## src/hdl/gauge_stepper_needle_driver_macros.svh

```systemverilog
// Assertion macros shared by the gauge stepper needle driver RTL.
// Depends on nothing; define ASSERT_OFF to compile the checks out.
`ifndef GAUGE_STEPPER_NEEDLE_DRIVER_MACROS_SVH
`define GAUGE_STEPPER_NEEDLE_DRIVER_MACROS_SVH
`ifndef ASSERT_OFF
// Same-cycle implication, sampled on the rising clock edge outside reset.
`define GSND_ASSERT_IMP(label, clk, rst_n, ante, cons) \
    label: assert property (@(posedge clk) disable iff (!rst_n) (ante) |-> (cons)) \
        else $error("gsnd assertion failed");
// Next-cycle implication, sampled on the rising clock edge outside reset.
`define GSND_ASSERT_NXT(label, clk, rst_n, ante, cons) \
    label: assert property (@(posedge clk) disable iff (!rst_n) (ante) |=> (cons)) \
        else $error("gsnd assertion failed");
`else
`define GSND_ASSERT_IMP(label, clk, rst_n, ante, cons)
`define GSND_ASSERT_NXT(label, clk, rst_n, ante, cons)
`endif
`endif

```

## src/hdl/gsnd_pkg.sv

```systemverilog
// Package for the gauge stepper needle driver: constants, types and tables.
// Used by every module of the block; depends on nothing.
package gsnd_pkg;

    localparam int SPEED_SHIFT  = 2;
    localparam int SPEED_W      = 12;
    localparam int POS_W        = 10;
    localparam int TICK_W       = 16;
    localparam int X_W          = 13;
    localparam int SEG          = 10 << SPEED_SHIFT;
    localparam int SAT_X        = 20 * SEG;
    localparam int SPEED_OFFSET = 1 << SPEED_SHIFT;
    localparam int DX_W         = $clog2(SEG + 1);
    localparam int PROD_W       = 6 + DX_W;

    // Reciprocal of five scaled by 1024; exact for the operand ranges used here.
    localparam logic [7:0] RECIP5 = 8'd205;

    localparam logic [3:0]       RAMP_SLOWEST   = 4'd10;
    localparam logic [POS_W-1:0] NEAR_STEPS     = 10'd10;
    localparam logic [POS_W-1:0] TABLE_TOP      = 10'd686;
    localparam logic [POS_W-1:0] HOMING_DEFAULT = 10'd620;
    localparam logic [POS_W-1:0] FULL_DEFAULT   = 10'd740;

    localparam logic KIND_TICK  = 1'b0;
    localparam logic KIND_SPEED = 1'b1;

    localparam logic [1:0] CFG_HOMING_SWEEP = 2'd0;
    localparam logic [1:0] CFG_FULL_SCALE   = 2'd1;

    typedef enum logic [2:0] {
        MV_IDLE = 3'b001,
        MV_UP   = 3'b010,
        MV_DOWN = 3'b100
    } move_t;

    typedef struct packed {
        logic            sat;
        logic [4:0]      k;
        logic [DX_W-1:0] dx;
    } seg_t;

    typedef struct packed {
        logic             homed;
        logic             moving;
        logic [POS_W-1:0] target;
        logic [POS_W-1:0] position;
        logic             dir_level;
        logic             step_level;
    } status_t;

    function automatic logic [2:0] accel_delay(input logic [3:0] r);
        logic [2:0] d;
        unique case (r)
            4'd0:                d = 3'd0;
            4'd1, 4'd2, 4'd3:    d = 3'd1;
            4'd4, 4'd5, 4'd6:    d = 3'd2;
            4'd7, 4'd8, 4'd9:    d = 3'd3;
            default:             d = 3'd4;
        endcase
        return d;
    endfunction

    function automatic logic [POS_W-1:0] speed_point(input logic [4:0] i);
        logic [POS_W-1:0] y;
        unique case (i)
            5'd0:    y = 10'd0;
            5'd1:    y = 10'd39;
            5'd2:    y = 10'd74;
            5'd3:    y = 10'd105;
            5'd4:    y = 10'd139;
            5'd5:    y = 10'd174;
            5'd6:    y = 10'd209;
            5'd7:    y = 10'd243;
            5'd8:    y = 10'd278;
            5'd9:    y = 10'd313;
            5'd10:   y = 10'd346;
            5'd11:   y = 10'd380;
            5'd12:   y = 10'd414;
            5'd13:   y = 10'd449;
            5'd14:   y = 10'd482;
            5'd15:   y = 10'd516;
            5'd16:   y = 10'd549;
            5'd17:   y = 10'd584;
            5'd18:   y = 10'd618;
            5'd19:   y = 10'd652;
            5'd20:   y = 10'd686;
            default: y = 10'd0;
        endcase
        return y;
    endfunction

endpackage

```

## src/hdl/gauge_stepper_needle_driver.sv

```systemverilog
// Gauge stepper needle driver: top level with the stream ports and the item pipeline.
// Depends on gsnd_pkg, gsnd_seg_div, gsnd_interp, gsnd_needle_core and the macro header.
//
// This block drives a gauge needle stepper motor and reports its step pin, direction
// pin, position, target and status as one result item per input item. An input item
// is either a millisecond tick (tuser 0) or a speed reading (tuser 1). The block takes
// one item every clock cycle while its results are taken; the edge that accepts an
// item loads the input register, and the item moves on into the needle state
// registers, which also serve as the result register, once the result slot is free
// or is being emptied. The speed reading is split into a table segment in front of
// the input register, and the interpolation and the state update happen between the
// input register and the state registers. When the result is not taken, one more
// item waits in the input register before tready falls. After reset the
// needle sweeps up by the homing length on ticks, is relabelled full scale and
// returns to zero; speed readings are ignored until then, and also while a move is in
// progress. Configuration writes are always taken but must only be issued while no
// item is in flight and no result is waiting.
`include "gauge_stepper_needle_driver_macros.svh"

module gauge_stepper_needle_driver
(
    input  logic        clk,
    input  logic        rst_n,

    input  logic        s_axis_tvalid,
    output logic        s_axis_tready,
    input  logic [15:0] s_axis_tdata,   // [11:0] speed, [15:12] zero
    input  logic        s_axis_tuser,   // [0] kind: 0 tick, 1 speed reading

    output logic        m_axis_tvalid,
    input  logic        m_axis_tready,
    // [0] step_level, [1] dir_level, [11:2] needle_position, [21:12] needle_target,
    // [22] moving, [23] homed
    output logic [23:0] m_axis_tdata,

    input  logic        cfg_valid,
    output logic        cfg_ready,
    input  logic [1:0]  cfg_index,
    input  logic [9:0]  cfg_data
);

    gsnd_pkg::seg_t    seg_in;
    gsnd_pkg::seg_t    seg_reg;
    logic              kind_reg;
    logic              in_vld_reg, in_vld_next;
    logic              out_vld_reg, out_vld_next;
    logic              item_go;
    logic [gsnd_pkg::POS_W-1:0] map_target;
    gsnd_pkg::status_t status;

    // Segment split of the raw reading happens before the input register.
    gsnd_seg_div u_seg_div
    (
        .speed (s_axis_tdata[gsnd_pkg::SPEED_W-1:0]),
        .seg   (seg_in)
    );

    gsnd_interp u_interp
    (
        .seg    (seg_reg),
        .target (map_target)
    );

    gsnd_needle_core u_core
    (
        .clk        (clk),
        .rst_n      (rst_n),
        .item_go    (item_go),
        .kind       (kind_reg),
        .map_target (map_target),
        .cfg_we     (cfg_valid),
        .cfg_sel    (cfg_index),
        .cfg_value  (cfg_data),
        .status     (status)
    );

    // The held item moves into the state registers whenever the result slot is free
    // or is being emptied in the same cycle.
    assign item_go       = in_vld_reg && (!out_vld_reg || m_axis_tready);
    assign s_axis_tready = !in_vld_reg || item_go;
    assign cfg_ready     = 1'b1;

    always_comb
    begin
        if (s_axis_tvalid && s_axis_tready)
        begin
            in_vld_next = 1'b1;
        end
        else if (item_go)
        begin
            in_vld_next = 1'b0;
        end
        else
        begin
            in_vld_next = in_vld_reg;
        end

        if (item_go)
        begin
            out_vld_next = 1'b1;
        end
        else if (m_axis_tready)
        begin
            out_vld_next = 1'b0;
        end
        else
        begin
            out_vld_next = out_vld_reg;
        end
    end

    always_ff @(posedge clk or negedge rst_n)
    begin
        if (!rst_n)
        begin
            in_vld_reg  <= 1'b0;
            out_vld_reg <= 1'b0;
        end
        else
        begin
            in_vld_reg  <= in_vld_next;
            out_vld_reg <= out_vld_next;
        end
    end

    // Payload of the input register; no reset needed.
    always_ff @(posedge clk)
    begin
        if (s_axis_tvalid && s_axis_tready)
        begin
            kind_reg <= s_axis_tuser;
            seg_reg  <= seg_in;
        end
    end

    assign m_axis_tvalid = out_vld_reg;
    assign m_axis_tdata  = status;

    // With the result slot empty, the input side must never be blocked.
    `GSND_ASSERT_IMP(a_ready_when_empty, clk, rst_n, !out_vld_reg, s_axis_tready)
    // A held item with a stalled result must still be held on the next edge.
    `GSND_ASSERT_NXT(a_item_kept, clk, rst_n,
        in_vld_reg && out_vld_reg && !m_axis_tready, in_vld_reg)
    // A result that is not taken stays offered.
    `GSND_ASSERT_NXT(a_result_held, clk, rst_n, m_axis_tvalid && !m_axis_tready, m_axis_tvalid)

endmodule

```

## src/hdl/gsnd_seg_div.sv

```systemverilog
// Splits an offset speed reading into a table segment and an offset within it.
// Depends on gsnd_pkg.
module gsnd_seg_div
(
    input  logic [gsnd_pkg::SPEED_W-1:0] speed,
    output gsnd_pkg::seg_t               seg
);

    logic [gsnd_pkg::X_W-1:0] x;
    logic [gsnd_pkg::X_W-1:0] v;
    logic [gsnd_pkg::X_W-1:0] w;
    logic [20:0]              k_prod;
    logic [4:0]               k;
    logic [gsnd_pkg::X_W-1:0] x0;
    logic [gsnd_pkg::X_W-1:0] dx_full;
    logic                     sat;

    // The segment is ceil(x / SEG) - 1, found as floor((x - 1) / SEG). The segment
    // width is five times a power of two, so a shift and a reciprocal multiply do it.
    always_comb
    begin
        x       = {1'b0, speed} + gsnd_pkg::X_W'(gsnd_pkg::SPEED_OFFSET);
        sat     = (x >= gsnd_pkg::X_W'(gsnd_pkg::SAT_X));
        v       = x - gsnd_pkg::X_W'(1);
        w       = v >> (gsnd_pkg::SPEED_SHIFT + 1);
        k_prod  = {8'd0, w} * {13'd0, gsnd_pkg::RECIP5};
        k       = k_prod[14:10];
        x0      = {8'd0, k} * gsnd_pkg::X_W'(gsnd_pkg::SEG);
        dx_full = x - x0;
        if (sat)
        begin
            seg.sat = 1'b1;
            seg.k   = '0;
            seg.dx  = '0;
        end
        else
        begin
            seg.sat = 1'b0;
            seg.k   = k;
            seg.dx  = dx_full[gsnd_pkg::DX_W-1:0];
        end
    end

endmodule

```

## src/hdl/gsnd_interp.sv

```systemverilog
// Linear interpolation between two points of the speed-to-position table.
// Depends on gsnd_pkg.
module gsnd_interp
(
    input  gsnd_pkg::seg_t                seg,
    output logic [gsnd_pkg::POS_W-1:0]    target
);

    logic [gsnd_pkg::POS_W-1:0]  y0;
    logic [gsnd_pkg::POS_W-1:0]  y1;
    logic [gsnd_pkg::POS_W-1:0]  dy_full;
    logic [5:0]                  dy;
    logic [gsnd_pkg::PROD_W-1:0] p;
    logic [gsnd_pkg::PROD_W-1:0] p_shift;
    logic [15:0]                 q_prod;
    logic [5:0]                  q;

    // Result is y0 + floor(dy * dx / SEG); the division by SEG is a shift
    // followed by the same reciprocal-of-five multiply as the segment split.
    always_comb
    begin
        y0      = gsnd_pkg::speed_point(seg.k);
        y1      = gsnd_pkg::speed_point(seg.k + 5'd1);
        dy_full = y1 - y0;
        dy      = dy_full[5:0];
        p       = gsnd_pkg::PROD_W'(dy) * gsnd_pkg::PROD_W'(seg.dx);
        p_shift = p >> (gsnd_pkg::SPEED_SHIFT + 1);
        q_prod  = {8'd0, p_shift[7:0]} * {8'd0, gsnd_pkg::RECIP5};
        q       = q_prod[15:10];
        target  = seg.sat ? gsnd_pkg::TABLE_TOP : (y0 + {4'd0, q});
    end

endmodule

```

## src/hdl/gsnd_needle_core.sv

```systemverilog
// Needle state: period counter, acceleration ramp, homing and target registers.
// Depends on gsnd_pkg and gauge_stepper_needle_driver_macros.svh.
`include "gauge_stepper_needle_driver_macros.svh"

module gsnd_needle_core
(
    input  logic                         clk,
    input  logic                         rst_n,
    input  logic                         item_go,
    input  logic                         kind,
    input  logic [gsnd_pkg::POS_W-1:0]   map_target,
    input  logic                         cfg_we,
    input  logic [1:0]                   cfg_sel,
    input  logic [gsnd_pkg::POS_W-1:0]   cfg_value,
    output gsnd_pkg::status_t            status
);

    logic [gsnd_pkg::TICK_W-1:0] tick_reg, tick_next;
    logic [3:0]                  ramp_reg, ramp_next;
    logic [gsnd_pkg::POS_W-1:0]  pos_reg, pos_next;
    logic [gsnd_pkg::POS_W-1:0]  target_reg, target_next;
    logic [gsnd_pkg::POS_W-1:0]  full_reg, full_next;
    gsnd_pkg::move_t             move_reg, move_next;
    logic                        homed_reg, homed_next;
    logic                        step_reg, step_next;
    logic                        dir_reg, dir_next;

    logic [gsnd_pkg::TICK_W-1:0] tick_inc;
    logic [3:0]                  ramp_cl;
    logic [2:0]                  delay;
    logic [gsnd_pkg::POS_W-1:0]  pos_step;
    logic [gsnd_pkg::POS_W-1:0]  left;

    // The homing sweep length only matters as the live target before homing, so a write
    // to it goes into the target register only while unhomed and is not kept elsewhere.
    always_comb
    begin
        tick_inc = tick_reg + gsnd_pkg::TICK_W'(1);
        ramp_cl  = (ramp_reg > gsnd_pkg::RAMP_SLOWEST) ? gsnd_pkg::RAMP_SLOWEST : ramp_reg;
        delay    = gsnd_pkg::accel_delay(ramp_cl);
        pos_step = (move_reg == gsnd_pkg::MV_UP) ? (pos_reg + 10'd1) : (pos_reg - 10'd1);
        left     = (target_reg > pos_step) ? (target_reg - pos_step) : (pos_step - target_reg);

        tick_next   = tick_reg;
        ramp_next   = ramp_reg;
        pos_next    = pos_reg;
        target_next = target_reg;
        full_next   = full_reg;
        move_next   = move_reg;
        homed_next  = homed_reg;
        step_next   = step_reg;
        dir_next    = dir_reg;

        if (cfg_we)
        begin
            if (cfg_sel == gsnd_pkg::CFG_HOMING_SWEEP)
            begin
                if (!homed_reg)
                begin
                    target_next = cfg_value;
                end
            end
            else if (cfg_sel == gsnd_pkg::CFG_FULL_SCALE)
            begin
                full_next = cfg_value;
            end
        end
        else if (item_go)
        begin
            if (kind == gsnd_pkg::KIND_TICK)
            begin
                tick_next = tick_inc;
                if (move_reg != gsnd_pkg::MV_IDLE)
                begin
                    if (tick_inc > {13'd0, delay})
                    begin
                        tick_next = '0;
                        step_next = !step_reg;
                        // A full step completes on the falling edge of the step pin.
                        if (step_reg)
                        begin
                            pos_next = pos_step;
                            if (left <= gsnd_pkg::NEAR_STEPS)
                            begin
                                ramp_next = (ramp_cl < gsnd_pkg::RAMP_SLOWEST) ?
                                            (ramp_cl + 4'd1) : ramp_cl;
                            end
                            else
                            begin
                                ramp_next = (ramp_cl > 4'd0) ? (ramp_cl - 4'd1) : ramp_cl;
                            end
                            if (pos_step == target_reg)
                            begin
                                move_next = gsnd_pkg::MV_IDLE;
                                if (!homed_reg)
                                begin
                                    homed_next  = 1'b1;
                                    target_next = '0;
                                    pos_next    = full_reg;
                                end
                            end
                        end
                    end
                end
                else
                begin
                    if (pos_reg < target_reg)
                    begin
                        move_next = gsnd_pkg::MV_UP;
                        dir_next  = 1'b1;
                    end
                    else if (pos_reg > target_reg)
                    begin
                        move_next = gsnd_pkg::MV_DOWN;
                        dir_next  = 1'b0;
                    end
                    ramp_next = gsnd_pkg::RAMP_SLOWEST;
                end
            end
            else if (homed_reg && (move_reg == gsnd_pkg::MV_IDLE))
            begin
                target_next = map_target;
            end
        end
    end

    always_ff @(posedge clk or negedge rst_n)
    begin
        if (!rst_n)
        begin
            tick_reg   <= '0;
            ramp_reg   <= gsnd_pkg::RAMP_SLOWEST;
            pos_reg    <= '0;
            target_reg <= gsnd_pkg::HOMING_DEFAULT;
            full_reg   <= gsnd_pkg::FULL_DEFAULT;
            move_reg   <= gsnd_pkg::MV_IDLE;
            homed_reg  <= 1'b0;
            step_reg   <= 1'b0;
            dir_reg    <= 1'b0;
        end
        else
        begin
            tick_reg   <= tick_next;
            ramp_reg   <= ramp_next;
            pos_reg    <= pos_next;
            target_reg <= target_next;
            full_reg   <= full_next;
            move_reg   <= move_next;
            homed_reg  <= homed_next;
            step_reg   <= step_next;
            dir_reg    <= dir_next;
        end
    end

    always_comb
    begin
        status.homed      = homed_reg;
        status.moving     = (move_reg != gsnd_pkg::MV_IDLE);
        status.target     = target_reg;
        status.position   = pos_reg;
        status.dir_level  = dir_reg;
        status.step_level = step_reg;
    end

    `GSND_ASSERT_NXT(a_homed_sticky, clk, rst_n, homed_reg, homed_reg)
    `GSND_ASSERT_IMP(a_ramp_range, clk, rst_n, 1'b1, ramp_reg <= gsnd_pkg::RAMP_SLOWEST)
    `GSND_ASSERT_IMP(a_dir_up, clk, rst_n, move_reg == gsnd_pkg::MV_UP, dir_reg)
    `GSND_ASSERT_IMP(a_dir_down, clk, rst_n, move_reg == gsnd_pkg::MV_DOWN, !dir_reg)

endmodule
```

## config.mk

```make
export PLATFORM = sky130hd
export DESIGN_NAME = gauge_stepper_needle_driver
export DESIGN_NICKNAME = d
export VERILOG_FILES = /design/src/hdl/gsnd_pkg.sv /design/src/hdl/gauge_stepper_needle_driver.sv /design/src/hdl/gsnd_seg_div.sv /design/src/hdl/gsnd_interp.sv /design/src/hdl/gsnd_needle_core.sv
export VERILOG_INCLUDE_DIRS = /design/src /design/src/hdl
export SDC_FILE = /design/constraint.sdc
export NUM_CORES = 1
export LEC_CHECK = 0
export BUFFER_PORTS_ARGS = -buffer_cell sky130_fd_sc_hd__buf_2
export CORE_UTILIZATION = 58
export DETAILED_ROUTE_END_ITERATION = 6
export PLACE_DENSITY = 0.8
export SYNTH_ARGS = -nofsm -noshare
export SYNTH_HDL_FRONTEND = slang
export SYNTH_SLANG_ARGS = --single-unit
```

## constraint.sdc

```tcl
create_clock -name clk -period 10.1 [get_ports clk]
set_clock_uncertainty 0.05 [all_clocks]
set_input_delay 2.02 -clock clk [delete_from_list [all_inputs] [get_ports clk]]
set_output_delay 2.02 -clock clk [all_outputs]
set_load 0.1 [all_outputs]
```

; Word-level counts from Yosys, hierarchy flattened
; Memories as Yosys holds them, arrays and structs flattened. A register that Yosys moved wholly into a read port is not among the register bits.
; Cells that the tools add are included.
[classes]
n_reduce_logical = 27
n_bitwise = 4
add_sub_neg = 13
n_mul = 4
n_lt_le_gt_ge = 9
eq_ne = 12
muxes = 40
[op_table]
columns = operator, count
row1 = two-way mux 10 bit, 16
row2 = two-way mux 16 bit, 2
row3 = two-way mux 4 bit, 7
row4 = greater-than comparator 10 bit, 2
row5 = subtractor 10 bit, 2
row6 = two-way mux 3 bit, 6
row7 = "adder 16 x 1 -> 16 bit, second input constant", 1
row8 = greater-than comparator 16 x 3 -> 1 bit, 1
row9 = "multiplier 8 x 8 -> 16 bit, second input constant", 1
row10 = "multiplier 10 x 8 -> 15 bit, second input constant", 1
row11 = AND reduction 5 bit, 3
row12 = nonzero test 3 bit, 5
row13 = AND reduction 7 bit, 2
row14 = "adder 12 x 3 -> 13 bit, second input constant", 1
row15 = ">= comparator 13 x 10 -> 1 bit, second input constant", 1
row16 = "subtractor 13 x 1 -> 13 bit, second input constant", 1
row17 = two-way mux 12 bit, 1
row18 = subtractor 6 bit, 2
row19 = multiplier 6 x 6 -> 11 bit, 1
row20 = "adder 10 x 1 -> 10 bit, second input constant", 1
row21 = adder 10 x 6 -> 10 bit, 1
row22 = == test 10 bit, 1
row23 = "less-or-equal comparator 10 x 4 -> 1 bit, second input constant", 1
row24 = < comparator 10 bit, 1
row25 = other kinds (26), 48
[word_totals]
mem_count = 3
regBits = 71
rom_bits = 688
output_inout_bits = 27
input_bits = 34
wordCells = 127
[memory_table]
columns = memory, depth, word_bits, rd, rd_clocked_by_memory_dff, write_ports, line
row1 = (name not given), 32, 10, 1, 1, 0, gsnd_pkg.sv:66  ; unique case (i)
row2 = (name not given), 32, 10, 1, 0, 0, gsnd_pkg.sv:66
row3 = (name not given), 16, 3, 1, 0, 0, gsnd_pkg.sv:54  ; unique case (r)

; Depth between registers and ports, before layout
; An unclocked memory read counts as a cell.
[logic_depth]
ltp_word = 11
depth_mapped = 51
ltp_nobuf = 51

; Cells and area by module
; Synthesis repeated with hierarchy kept, for this count alone.
[hier_totals]
cells_unflattened = 1313
area_unflattened_um2 = 11094.4
[by_module_without_submodules]
columns = mod, instances, cells_per_inst, area_each_um2
row1 = gsnd_needle_core, 1, 620, 5144.9
row2 = gsnd_interp, 1, 449, 3609.7
row3 = gsnd_seg_div, 1, 221, 1834.3
row4 = gauge_stepper_needle_driver, 1, 23, 505.5

; Worst setup path before layout
; OpenSTA, ideal clock, no wires.
[synth_path]
path_type = register to register
startpoint = register seg_reg[6] in the netlist's numbering
endpoint = register u_core.target_reg[5] in the netlist's numbering
n_path_buf = 0
path_stages_with_launch = 50
synth_period_minus_slack_ns = 10.537
path_slack_ns = -0.437
arrival_ns = 10.414
required_ns = 9.977
setup_ns = 0.073
path_cell_list = edfxtp_1 ha_1 nand3_1 xnor2_1 nand2_1 o21ai_0 a32o_1 ha_1 nor2b_1 o21ai_0 a21boi_0 mux2i_1 nor2_1 xor2_1 nor2b_1 fa_1 inv_1 fa_1 [14 not listed] inv_1 fa_1 inv_1 ha_1 nor2b_1 o31a_1 nor2_1 xnor2_1 ha_1 a21o_1 a21oi_1 nor2b_1 o21a_1 o21a_1 or2_2 a211oi_1 a21oi_1 a21oi_1
[synth_via]
elab_chain_cells = 11
[synth_lines]
columns = element, line
row1 = "start, declared", gauge_stepper_needle_driver.sv:43  ; gsnd_pkg::seg_t seg_reg;
row2 = "start signal, assigned", gauge_stepper_needle_driver.sv:132  ; seg_reg <= seg_in;
row3 = adder 5 x 1 -> 5 bit, gsnd_interp.sv:23  ; y1 = gsnd_pkg::speed_point(seg.k + 5'd1);
row4 = memory read (32 x 10 bit), --
row5 = subtractor 6 bit, gsnd_interp.sv:24  ; dy_full = y1 - y0;
row6 = multiplier 6 x 6 -> 11 bit, gsnd_interp.sv:26  ; p = gsnd_pkg::PROD_W'(dy) * gsnd_pkg::PROD_W'(seg.dx);
row7 = multiplier 8 x 8 -> 16 bit, gsnd_interp.sv:28  ; q_prod = {8'd0, p_shift[7:0]} * {8'd0, gsnd_pkg::RECIP5};
row8 = adder 10 x 6 -> 10 bit, gsnd_interp.sv:30  ; target = seg.sat ? gsnd_pkg::TABLE_TOP : (y0 + {4'd0, q});
row9 = two-way mux 10 bit, gsnd_interp.sv:30
row10 = two-way mux 10 bit, gsnd_needle_core.sv:120  ; else if (homed_reg && (move_reg == gsnd_pkg::MV_IDLE))
row11 = two-way mux 10 bit, gsnd_needle_core.sv:70  ; if (kind == gsnd_pkg::KIND_TICK)
row12 = two-way mux 10 bit, gsnd_needle_core.sv:68  ; else if (item_go)
row13 = two-way mux 10 bit, gsnd_needle_core.sv:54  ; if (cfg_we)
row14 = "end signal, assigned", gsnd_needle_core.sv:134  ; target_reg <= gsnd_pkg::HOMING_DEFAULT;
row15 = "end signal, assigned", gsnd_needle_core.sv:146  ; target_reg <= target_next;
row16 = "end, declared", gsnd_needle_core.sv:21  ; logic [gsnd_pkg::POS_W-1:0] target_reg, target_next;
; Every way passes these cells. The select of a mux whose other input is x is not followed.
; A chain may end at the register's enable or synchronous reset.

; Final worst setup path
[layout_path]
startpoint = register seg_reg[7] in the netlist's numbering
endpoint = register u_core.target_reg[7] in the netlist's numbering
; Same word-level chain as after synthesis.

==> run_results.csv <==
group,metric,value,unit
status,status,"finished, violations left",
status,violations,"negative setup slack",
floorplan,die_w,135.9,µm
routing,wl,23.73,mm
cts,path_clk_slew,0.07,ns
cts,clk_path_buf_depth,2,
routing,drc_errors,0,
global_route,grt_remaining_overflow,0,
synth,synth-edff-count,13,
finish,final_cells,1518,
critical_path,r2r_slack,-0.38,ns
finish,largest_reg_flops,16,
cts,worstSkewPairLatency,0.36,ns
routing,dr.pass1.iters,5,
floorplan,start_util,0.5966,
synth,synth_cell_types,92,
critical_path,worstSetupPathType,"register to register",
routing,vias,8767,
floorplan,row_count,48,
sta,fin_ws,-0.3827,ns
cts,numClockSinks,81,
critical_path,path_buf_inv,8,
sta,finalHoldViolCount,0,
cts,htreeDepth,3,
critical_path,crit_family,"adder cells",
floorplan,fp.dieH,135.9,µm
sta,rsz0062_at_grt,"yes",
finish,drive_gt1_frac,0.1875,
critical_path,critPathSlowestCell,"fa_1",
sta,whs,0.4196,ns
routing,antenna_left,0,
critical_path,slowest_delay,0.54,ns
floorplan,die-area,18460,µm²
sta,tightest_slew,1.232,ns
sta,setup_violations,5,
critical_path,arrival,10.60,ns
synth,synthArstFlopShare,0.7160,
critical_path,crit_required,10.22,ns
sta,fin_crit,10.48,ns
global_route,track_usage,0.2639,
sta,slew_violations,0,
critical_path,crit_path_end_kind,"register",
finish,final_common_cell,"ha_1",
finish,area_growth,14.18,%
routing,avgViaCountPerCell,5.775,
finish,post-route-util,0.6813,
cts,cts_tree,"done",
cts,cts-buffers-inserted,9,
finish,fin_nets,1531,
critical_path,reg2reg_from,"seg_reg[7]",
sta,max_slew_margin,0.1733,
routing,wl_per_cell,15.63,µm
global_route,grt_pass1_vias,8671,
routing,drtIter0Drc,451,
place,gp_congestion,0.9285,
global_route,antenna_found_initial,2,
synth,ys.flop_type,"dfrtp_1",
floorplan,core-area,17420,µm²
synth,yosys_warnings,0,
synth,ys_seq_elements,81,
critical_path,worstSetupStartpointType,"register",
synth,syn_area_per_cell,8.732,µm²
synth,synth.cell_area,10390,µm²
critical_path,cp-startpoint,"seg_reg[7]",
synth,yosysSeqAreaShare,0.1981,
global_route,grt_pass1_wl,39.12,mm
critical_path,cp_max_fo,5,
synth,synth_nets,1435,
global_route,grt_max_degree,59,
min_path,min_path_type,"register to register",
finish,final_cell_mix,"ha_1 (155), inv_1 (127), nor2_1 (87)",
min_path,hp-start,"u_core.dir_reg",
job,drv_cap,0,
sta,period_share,1.038,
place,dp_hpwl,18.68,mm
cts,root_buffer,"clkbuf_16",
floorplan,pin_count,61,
sta,fmax,95.39,MHz
place,portBuffers,55,
synth,netlist_instances,1190,
place,dp.cells,1488,
## worst reg2reg max path, delay by kind of cell, from the launching register on
kind | cells | cell delay [ns]
buf+inv | 8 | 0.53
fa+ha+maj | 12 | 4.61
compound gates | 15 | 2.75
simple gates | 6 | 0.69
xor+xnor | 5 | 0.91
flops | 1 | 0.50
mux | 1 | 0.27
## cells in the mapped netlist (27+ instances only)
library cell / n / share of area
ha_1: 162 / 0.20
inv_1: 134 / 0.048
nor2_1: 89 / 0.032
nand2_1: 65 / 0.023
o21ai_0: 62 / 0.030
a21oi_1: 59 / 0.028
fa_1: 49 / 0.094
dfrtp_1: 45 / 0.11
xnor2_1: 44 / 0.037
nand3_1: 37 / 0.018
xor2_1: 35 / 0.029
and2_1: 28 / 0.017
nor2b_1: 27 / 0.016
## layer usage
metal  wire length (µm)  part of all wire  vias up  global-route usage
li1                   -                 -     4336                   -
met1              10340              0.44     4161              0.3198
met2              11950              0.50      225              0.4802
met3                880             0.037       45             0.03468
met4                565             0.024        0             0.08519
met5                  0                 0        -                   0
## through the flow
step / setup TNS, ns / setup slack, ns / instance area (µm²)
after floorplan: 0 / 0.008127 / 10500
after global placement: -1.166 / -0.2770 / 11270
after detailed placement: -3.517 / -0.6413 / 11270
after CTS: -1.434 / -0.2981 / 11700
after global routing: -4.946 / -0.8573 / 11870
final: -1.532 / -0.3827 / 11870
## cells by family (layout without fill, tap and decap cells)
| logic type | Yosys count | in the layout | synth area share |
|---|---|---|---|
| AO/OA/AOI/OAI | 274 | 274 | 0.1741 |
| XOR/XNOR | 81 | 81 | 0.06972 |
| adder cells (fa/ha/maj) | 211 | 211 | 0.2895 |
| buffers and inverters | 171 | 272 | 0.06743 |
| flip-flops | 81 | 81 | 0.1981 |
| multiplexers | 24 | 24 | 0.02505 |
| other | 1 | 3 | 0.0003609 |
| AND/OR/NAND/NOR | 347 | 347 | 0.1758 |
## timing repair
action | CTS | global route
setup endpoints to repair | 8 | 9
hold buffers | 0 | 0
setup buffers | 9 | 6
pin swaps | 34 | 23
gates resized for setup | 21 | 30
## worst paths after layout
kind,endpoint,cells past startpoint
min in group asynchronous,m_axis_tvalid,2
max in group asynchronous,u_core.pos_reg[4],2
worst max-delay path,u_core.target_reg[7],47
worst max register to register,u_core.target_reg[7],47
worst min-delay path,u_core.dir_reg,1
worst min register to register,u_core.dir_reg,1
## cell type report
cell class	instances	area (µm²)
timing repair buffer	121	785.8
clock buffer	9	225.2
multi-input combinational	938	7948
sequential	81	2058
antenna	2	5.005
clock inverter	7	52.55
fill	1388	5552
inverter	135	509.2
tap	225	281.5
Power is not shown: default switching activity piles up to over one toggle a cycle in this logic, so the estimate is an artifact.
